<file path="src/rtl/ddmm_pkg.sv">
// ----------------------------------------------------------------------------
// ddmm_pkg
// Shared widths, register indexes and pipeline types for the differential
// drive motor mixer.
// ----------------------------------------------------------------------------
package ddmm_pkg;

  localparam int DUTY_BITS = 12;
  localparam int FRAC_BITS = 12;
  localparam int CMD_W     = 16;
  localparam int DZ_W      = 14;
  localparam int CFG_W     = (DZ_W > DUTY_BITS) ? DZ_W : DUTY_BITS;
  localparam int IDX_W     = 2;

  // clamped command magnitude holds 1.0, signed square holds +-1.0
  localparam int WIDE_W = ((CMD_W > FRAC_BITS) ? CMD_W : FRAC_BITS) + 2;
  localparam int MAG1_W = FRAC_BITS + 1;
  localparam int P_W    = FRAC_BITS + 2;
  // wheel movement spans +-2.0
  localparam int MOV_W  = FRAC_BITS + 3;
  localparam int MAG_W  = FRAC_BITS + 2;
  localparam int CMP_W  = (MAG_W > DZ_W) ? MAG_W : DZ_W;

  // square root unit: radicand is |m| << FRAC_BITS, padded to an even width
  localparam int SQRT_STAGES = 4;
  localparam int RAW_ROOT_W  = (MAG_W + FRAC_BITS + 1) / 2;
  localparam int STEPS_PER   = (RAW_ROOT_W + SQRT_STAGES - 1) / SQRT_STAGES;
  localparam int ROOT_W      = SQRT_STAGES * STEPS_PER;
  localparam int RAD_W       = 2 * ROOT_W;
  localparam int REM_W       = ROOT_W + 3;

  localparam int PROD_W  = ROOT_W + DUTY_BITS;
  localparam int SCALE_W = PROD_W - FRAC_BITS;
  localparam int SUM_W   = ((SCALE_W > DUTY_BITS) ? SCALE_W : DUTY_BITS) + 1;

  typedef enum logic [IDX_W-1:0] {
    REG_DUTY_MIN  = 2'd0,
    REG_DUTY_MAX  = 2'd1,
    REG_DEAD_ZONE = 2'd2
  } reg_index_t;

  typedef struct packed {
    logic pos;
    logic neg;
    logic off;
  } wheel_flags_t;

  typedef struct packed {
    logic [RAD_W-1:0]  rad;
    logic [REM_W-1:0]  rem;
    logic [ROOT_W-1:0] root;
  } sqrt_state_t;

endpackage

</file>
<file path="src/rtl/diff_drive_motor_mixer_unit.sv">
// ----------------------------------------------------------------------------
// diff_drive_motor_mixer_unit
// Arcade mixing of linear/angular commands into bridge pin levels and PWM
// duties for the two wheels of a differential drive.
// ----------------------------------------------------------------------------
// Usage:
//   Requests arrive on in_valid/in_ready carrying linear_cmd and angular_cmd
//   (signed Q3.12). Each request yields one result on out_valid/out_ready:
//   four bridge pin levels and a 12-bit duty per wheel.
//   Eight register stages: clamp and square, mixing and magnitude, four
//   square-root stages of four bits each, the span multiply, and the duty
//   saturation into the output register. Throughput is one request per
//   cycle while out_ready stays high. When the receiver stalls, the whole
//   pipeline holds in place and in_ready drops; nothing is lost or repeated.
//   Reset clears all valid bits and loads duty_min = 750, duty_max = 1023,
//   dead_zone = 41. Registers are written through cfg_wr_en/cfg_index/
//   cfg_data; unknown indexes are ignored. The user must write them only
//   while the pipeline is empty; the block itself does not enforce this.
// ----------------------------------------------------------------------------
module diff_drive_motor_mixer_unit
  import ddmm_pkg::*;
(
  input  logic                        clk,
  input  logic                        rst,
  input  logic                        cfg_wr_en,
  input  logic [IDX_W-1:0]            cfg_index,
  input  logic [CFG_W-1:0]            cfg_data,
  input  logic                        in_valid,
  output logic                        in_ready,
  input  logic signed [CMD_W-1:0]     linear_cmd,
  input  logic signed [CMD_W-1:0]     angular_cmd,
  output logic                        out_valid,
  input  logic                        out_ready,
  output logic                        left_pin_a,
  output logic                        left_pin_b,
  output logic                        right_pin_a,
  output logic                        right_pin_b,
  output logic [DUTY_BITS-1:0]        left_duty,
  output logic [DUTY_BITS-1:0]        right_duty
);

  localparam logic signed [WIDE_W-1:0] ONE_POS = WIDE_W'(1) <<< FRAC_BITS;
  localparam logic signed [WIDE_W-1:0] ONE_NEG = -ONE_POS;

  // configuration registers
  logic [DUTY_BITS-1:0] duty_min;
  logic [DUTY_BITS-1:0] duty_max;
  logic [DZ_W-1:0]      dead_zone;

  always_ff @(posedge clk) begin
    if (rst) begin
      duty_min  <= DUTY_BITS'(750);
      duty_max  <= DUTY_BITS'(1023);
      dead_zone <= DZ_W'(41);
    end else if (cfg_wr_en) begin
      unique case (cfg_index)
        REG_DUTY_MIN:  duty_min  <= cfg_data[DUTY_BITS-1:0];
        REG_DUTY_MAX:  duty_max  <= cfg_data[DUTY_BITS-1:0];
        REG_DEAD_ZONE: dead_zone <= cfg_data[DZ_W-1:0];
        default: ;
      endcase
    end
  end

  // whole pipeline advances together
  logic adv;
  assign adv      = !out_valid || out_ready;
  assign in_ready = adv;

  function automatic logic signed [P_W-1:0] signed_square(
    input logic signed [CMD_W-1:0] cmd
  );
    logic signed [WIDE_W-1:0]  c;
    logic                      neg;
    logic [WIDE_W-1:0]         abs_c;
    logic [MAG1_W-1:0]         mag;
    logic [2*MAG1_W-1:0]       sq;
    logic signed [P_W-1:0]     p;
    c     = WIDE_W'(cmd);
    neg   = c < 0;
    abs_c = neg ? WIDE_W'(-c) : WIDE_W'(c);
    if (c > ONE_POS || c < ONE_NEG) begin
      mag = MAG1_W'(ONE_POS);
    end else begin
      mag = abs_c[MAG1_W-1:0];
    end
    sq = (2*MAG1_W)'(mag) * (2*MAG1_W)'(mag);
    p  = P_W'(sq[2*FRAC_BITS:FRAC_BITS]);
    return neg ? -p : p;
  endfunction

  function automatic sqrt_state_t sqrt_steps(input sqrt_state_t st);
    sqrt_state_t       s;
    logic [REM_W-1:0]  rem_sh;
    logic [REM_W-1:0]  trial;
    s = st;
    for (int i = 0; i < STEPS_PER; i++) begin
      rem_sh = {s.rem[REM_W-3:0], s.rad[RAD_W-1 -: 2]};
      s.rad  = s.rad << 2;
      trial  = REM_W'({s.root, 2'b01});
      if (rem_sh >= trial) begin
        s.rem  = rem_sh - trial;
        s.root = {s.root[ROOT_W-2:0], 1'b1};
      end else begin
        s.rem  = rem_sh;
        s.root = {s.root[ROOT_W-2:0], 1'b0};
      end
    end
    return s;
  endfunction

  // stage 1: clamp and signed square
  logic                  v1;
  logic signed [P_W-1:0] lin_p;
  logic signed [P_W-1:0] ang_p;

  always_ff @(posedge clk) begin
    if (rst) begin
      v1 <= 1'b0;
    end else if (adv) begin
      v1 <= in_valid;
    end
  end

  always_ff @(posedge clk) begin
    if (adv) begin
      lin_p <= signed_square(linear_cmd);
      ang_p <= signed_square(angular_cmd);
    end
  end

  // stage 2: mix, magnitude, pins and dead zone; seed the root unit
  logic signed [MOV_W-1:0] mov [2];
  wheel_flags_t            flags_next [2];
  sqrt_state_t             seed_next [2];

  always_comb begin
    mov[0] = MOV_W'(lin_p) - MOV_W'(ang_p);
    mov[1] = MOV_W'(lin_p) + MOV_W'(ang_p);
    for (int w = 0; w < 2; w++) begin
      logic [MOV_W-1:0] abs_m;
      logic [MAG_W-1:0] mag;
      abs_m = (mov[w] < 0) ? MOV_W'(-mov[w]) : MOV_W'(mov[w]);
      mag   = abs_m[MAG_W-1:0];
      flags_next[w].pos = mov[w] > 0;
      flags_next[w].neg = mov[w] < 0;
      flags_next[w].off = CMP_W'(mag) < CMP_W'(dead_zone);
      seed_next[w].rad  = RAD_W'({mag, {FRAC_BITS{1'b0}}});
      seed_next[w].rem  = '0;
      seed_next[w].root = '0;
    end
  end

  // index 0 holds stage 2, indexes 1..SQRT_STAGES the root stages
  logic         sv  [SQRT_STAGES+1];
  wheel_flags_t sfl [SQRT_STAGES+1][2];
  sqrt_state_t  sst [SQRT_STAGES+1][2];

  always_ff @(posedge clk) begin
    if (rst) begin
      for (int k = 0; k <= SQRT_STAGES; k++) begin
        sv[k] <= 1'b0;
      end
    end else if (adv) begin
      sv[0] <= v1;
      for (int k = 1; k <= SQRT_STAGES; k++) begin
        sv[k] <= sv[k-1];
      end
    end
  end

  always_ff @(posedge clk) begin
    if (adv) begin
      for (int w = 0; w < 2; w++) begin
        sfl[0][w] <= flags_next[w];
        sst[0][w] <= seed_next[w];
        for (int k = 1; k <= SQRT_STAGES; k++) begin
          sfl[k][w] <= sfl[k-1][w];
          sst[k][w] <= sqrt_steps(sst[k-1][w]);
        end
      end
    end
  end

  // span multiply
  logic              v7;
  wheel_flags_t      fl7 [2];
  logic [PROD_W-1:0] prod [2];
  logic [DUTY_BITS-1:0] span;
  assign span = duty_max - duty_min;

  always_ff @(posedge clk) begin
    if (rst) begin
      v7 <= 1'b0;
    end else if (adv) begin
      v7 <= sv[SQRT_STAGES];
    end
  end

  always_ff @(posedge clk) begin
    if (adv) begin
      for (int w = 0; w < 2; w++) begin
        fl7[w]  <= sfl[SQRT_STAGES][w];
        prod[w] <= PROD_W'(sst[SQRT_STAGES][w].root) * PROD_W'(span);
      end
    end
  end

  // offset, saturate and zero into the output register
  logic [DUTY_BITS-1:0] duty_next [2];

  always_comb begin
    for (int w = 0; w < 2; w++) begin
      logic [SUM_W-1:0] sum;
      sum = SUM_W'(duty_min) + SUM_W'(prod[w][PROD_W-1:FRAC_BITS]);
      if (fl7[w].off || duty_min > duty_max) begin
        duty_next[w] = '0;
      end else if (sum > SUM_W'(duty_max)) begin
        duty_next[w] = duty_max;
      end else begin
        duty_next[w] = sum[DUTY_BITS-1:0];
      end
    end
  end

  always_ff @(posedge clk) begin
    if (rst) begin
      out_valid <= 1'b0;
    end else if (adv) begin
      out_valid <= v7;
    end
  end

  always_ff @(posedge clk) begin
    if (adv) begin
      left_pin_a  <= fl7[0].pos;
      left_pin_b  <= fl7[0].neg;
      right_pin_a <= fl7[1].neg;
      right_pin_b <= fl7[1].pos;
      left_duty   <= duty_next[0];
      right_duty  <= duty_next[1];
    end
  end

  // checks
  a_left_duty_range: assert property (@(posedge clk) disable iff (rst)
    out_valid && left_duty != '0 |-> left_duty >= duty_min && left_duty <= duty_max)
    else $error("left duty outside configured range");

  a_pins_exclusive: assert property (@(posedge clk) disable iff (rst)
    out_valid |-> !(left_pin_a && left_pin_b) && !(right_pin_a && right_pin_b))
    else $error("bridge pins both high");

  a_stall_blocks_input: assert property (@(posedge clk) disable iff (rst)
    out_valid && !out_ready |-> !in_ready)
    else $error("input taken while output stalled");

  a_accept_enters: assert property (@(posedge clk) disable iff (rst)
    in_valid && in_ready |=> v1)
    else $error("accepted request missing from first stage");

endmodule

</file>
<file path="config.mk">
export PLATFORM = sky130hd
export DESIGN_NAME = diff_drive_motor_mixer_unit
export DESIGN_NICKNAME = d
export VERILOG_FILES = /design/src/rtl/ddmm_pkg.sv /design/src/rtl/diff_drive_motor_mixer_unit.sv
export SDC_FILE = /design/constraint.sdc
export NUM_CORES = 2
export LEC_CHECK = 0
export ABC_AREA = 0
export BUFFER_PORTS_ARGS = -buffer_cell sky130_fd_sc_hd__buf_2
export CAP_MARGIN = 20
export CELL_PAD_IN_SITES_DETAIL_PLACEMENT = 1
export CELL_PAD_IN_SITES_GLOBAL_PLACEMENT = 1
export CORE_ASPECT_RATIO = 1.25
export CORE_MARGIN = 2
export CORE_UTILIZATION = 52
export CTS_BUF_LIST = sky130_fd_sc_hd__clkbuf_16
export DETAILED_ROUTE_END_ITERATION = 6
export MAX_ROUTING_LAYER = met4
export PLACE_DENSITY = 0.95
export SYNTH_ARGS = -nofsm -noshare
export SYNTH_HDL_FRONTEND = slang
export SYNTH_SLANG_ARGS = --single-unit
</file>
<file path="constraint.sdc">
create_clock -name clk -period 11.9 [get_ports clk]
set_input_delay 1.19 -clock clk [delete_from_list [all_inputs] [get_ports clk]]
set_output_delay 1.19 -clock clk [all_outputs]
set_load 0.02 [all_outputs]
</file>
==> results.yml <==
outcome:
  status: "complete, no violations"
die:
  dieHeight_um: 340
  floorplan.initialDensity_pct: 52.4
  core_um2: 89900
  die_area_um2: 93000
  pin_count: 83
  core.rowCount: 123
  die_w_um: 273
sta:
  max_slew_margin_pct: 20.9
  hold_violations: 0
  fin_crit_sh_pct: 93.8
  drv_slew: 0
  whs_ns: 0.413
  skew_ns: 0.0569
  setup_viol: 0
  tightest_slew_ns: 1.19
  setup_tns_ns: 0
  max_freq_mhz: 89.6
  period_minus_slack_ns: 11.16
route:
  vias: 42285
  drtIter0Drc: 3608
  dr.pass1.iters: 6
  routedWlPerCell_um: 26.3
  drt_wl_total_mm: 170
  viasPerCell: 6.54
  ant_nets: 0
  drc: 0
synth:
  ys_seq_area_share_pct: 21.6
  synth.distinct_cells: 109
  synth-seq-cells: 353
  ys.flop_type: "edfxtp_1"
  synth_edf_count: 312
  yosysTopAreaCellShare_pct: 19.9
  netlist.top_cell.by_area: "edfxtp_1"
  ys_warn_count: 0
  synthTopCellsByArea: "edfxtp_1, fa_1, ha_1, inv_1, xnor2_1"
  netlist_area_um2: 47100
  ys_async_sr_fraction_pct: 0
  synthCells: 5204
  syn_avg_cell_area_um2: 9.05
worst_setup_path:
  critPathTopFamily: "simple AND/OR/NAND/NOR gates"
  crit_required_ns: 12.23
  crit_fanout: 17
  path_class: "flip-flop to flip-flop"
  cp_num_buf_inv: 3
  critPathLaunch: "sst[0][118]$_DFFE_PP_"
  crit_arrival_ns: 11.49
  end_kind: "flip-flop"
  crit_cells: 32
  crit_path_start_kind: "flip-flop"
  ff2ff_setup_slack_ns: 0.74
  timing.rr.start: "sst[0][118]$_DFFE_PP_"
  cp_slowest_cell: "nand4_1"
  reg2regPathDepth: 32
  crit_path_end: "sst[0][262]$_DFFE_PP_"
  r2r-end: "sst[0][262]$_DFFE_PP_"
  cpPeakStageDelay_ns: 0.71
global_route:
  antenna_found_initial: 7
  grt_max_degree: 93
  grt_pass1_vias: 48029
  track_usage_pct: 37.1
  grt_pass1_wl_mm: 264
  gr-total-overflow: 0
clock_tree:
  path_clk_slew_ns: 0.07
  cts_made_buffers: 40
  insertion_delay_ns: 0.63
  root_buffer: "clkbuf_16"
  cts_setup_buffers: 0
  cts_tree: "done"
  cts.htree.levels: 2
  cts.sinks: 353
  clockBufferDepth: 3
finish:
  nNetsFinal: 6258
  drive_above_1_share_pct: 5.74
  nFillCells: 10288
  final_area_um2: 50200
  area_growth_pct: 6.60
place:
  portBuffers: 82
  gp_congestion: 0.945
  place_area_um2: 48800
  hpwl_mm: 121
worst_hold_path:
  hold_class: "flip-flop to flip-flop"
  holdCritStartpoint: "sst[0][225]$_DFFE_PP_"
run:
  maxCapViolCount: 0
==> per-stage QoR <==
| stage | util, % | worst slack (ns) | std cells |
|---|---|---|---|
| floorplan | - | 2.38 | 5220 |
| global placement | 54.3 | 1.07 | 6375 |
| detailed placement | 54.3 | 0.308 | 6375 |
| CTS | 55.8 | 0.235 | 6449 |
| global route | 55.9 | -0.0447 | 6461 |
| finish | 55.9 | 0.739 | 6461 |
==> cell usage after synthesis (19+ instances only) <==
cell type	instances
inv_1	680
and2_1	129
dfxtp_1	41
o21a_1	52
edfxtp_1	312
xnor2_1	230
nor2b_1	39
nand3_1	80
nor4_1	24
a31oi_1	33
o211ai_1	19
nor2_1	446
ha_1	550
or2_2	36
a21oi_1	295
a211o_1	31
xor2_1	113
mux2_2	20
o31ai_1	36
a211oi_1	40
fa_1	424
a21o_1	88
mux2i_1	52
nand2_1	498
o21ai_0	157
and3_1	37
o21bai_1	60
nor3_1	75
nand2b_1	66
nand4_1	40
or3_1	48
clkbuf_1	126
==> sequential cells by signal, indices dropped and copies added (netlist names), 5 cells and up <==
signal and cells:
left_duty 12, duty_min 12, sfl 30, sv 5, fl7 6, dead_zone 14, sst 185, lin_p 14
ang_p 14, right_duty 12, prod 30, duty_max 12
==> area by class of cell <==
cell class | instances | area, µm² | area share [%]
antenna | 11 | 27.5 | 0.0548
clock buffer | 42 | 1050 | 2.09
clock inverter | 32 | 305 | 0.608
inverter | 688 | 2590 | 5.16
multi-input combinational | 4038 | 33900 | 67.6
sequential | 353 | 10200 | 20.3
tap | 1187 | 1490 | 2.96
timing repair buffer | 110 | 621 | 1.24
==> how the worst min path moves through the flow <==
stage | endpoint | slack [ns] | cells past startpoint
6_report | sst[0][351]$_DFFE_PP_ | 0.41 | 0
5_1_grt | sst[0][226]$_DFFE_PP_ | 0.42 | 0
4_1_cts | sst[0][351]$_DFFE_PP_ | 0.41 | 0
3_5_place_dp | sfl[0][6]$_DFFE_PP_ | 0.41 | 0
3_3_place_gp | sfl[0][24]$_DFFE_PP_ | 0.40 | 0
2_1_floorplan | fl7[0][0]$_DFFE_PP_ | 0.40 | 0
==> routing by layer <==
metal  GRT usage [%]  share of wire (%)  up-vias
met5               -                  0        -
met4            29.9                9.5        0
met3            7.10                6.9     1239
met2            64.2                 50     2412
met1            35.9                 33    20762
li1                -                  -    17872
==> placed cells by master (no fill, tap or decap), types with 19 or more instances in the layout <==
master     synthesis  final
nor4_1            24     24
a211oi_1          40     40
ha_1             550    550
nand4_1           40     40
dfxtp_1           41     41
xnor2_1          230    225
o21a_1            52     52
o31ai_1           36     36
nand3_1           80     80
inv_1            680    682
mux2i_1           52     52
o211ai_1          19     19
clkbuf_16          0     42
nor3_1            75     74
or2_2             36     36
o21ai_0          157    157
nand2_1          498    497
nor2_1           446    444
mux2_2            20     20
or3_1             48     48
o21bai_1          60     60
nand2b_1          66     66
edfxtp_1         312    312
and2_1           129    129
a211o_1           31     31
xor2_1           113    111
buf_4              0     27
a21o_1            88     88
fa_1             424    424
buf_2             11     82
a21oi_1          295    294
nor2b_1           39     39
a31oi_1           33     33
and3_1            37     36
==> logic make-up (layout without fill, tap and decap cells) <==
kind of cell | after synthesis | count (layout) | synth area share [%]
flip-flops | 353 | 353 | 21.6
AND/OR/NAND/NOR | 1613 | 1613 | 16.5
adder cells (fa/ha/maj) | 974 | 974 | 32.6
AO/OA/AOI/OAI | 1012 | 1012 | 14.4
other | 2 | 29 | 0.0159
buffers and inverters | 829 | 872 | 6.66
XOR/XNOR | 343 | 343 | 6.38
multiplexers | 78 | 78 | 1.77
==> what timing repair did <==
item                                    4_1_cts  5_1_grt
hold buffers                                  0        0
resized for setup                             0        6
endpoints found under the setup margin        0       16
Power is not shown: default switching activity piles up to over one toggle a cycle in this logic, so the estimate is an artifact.
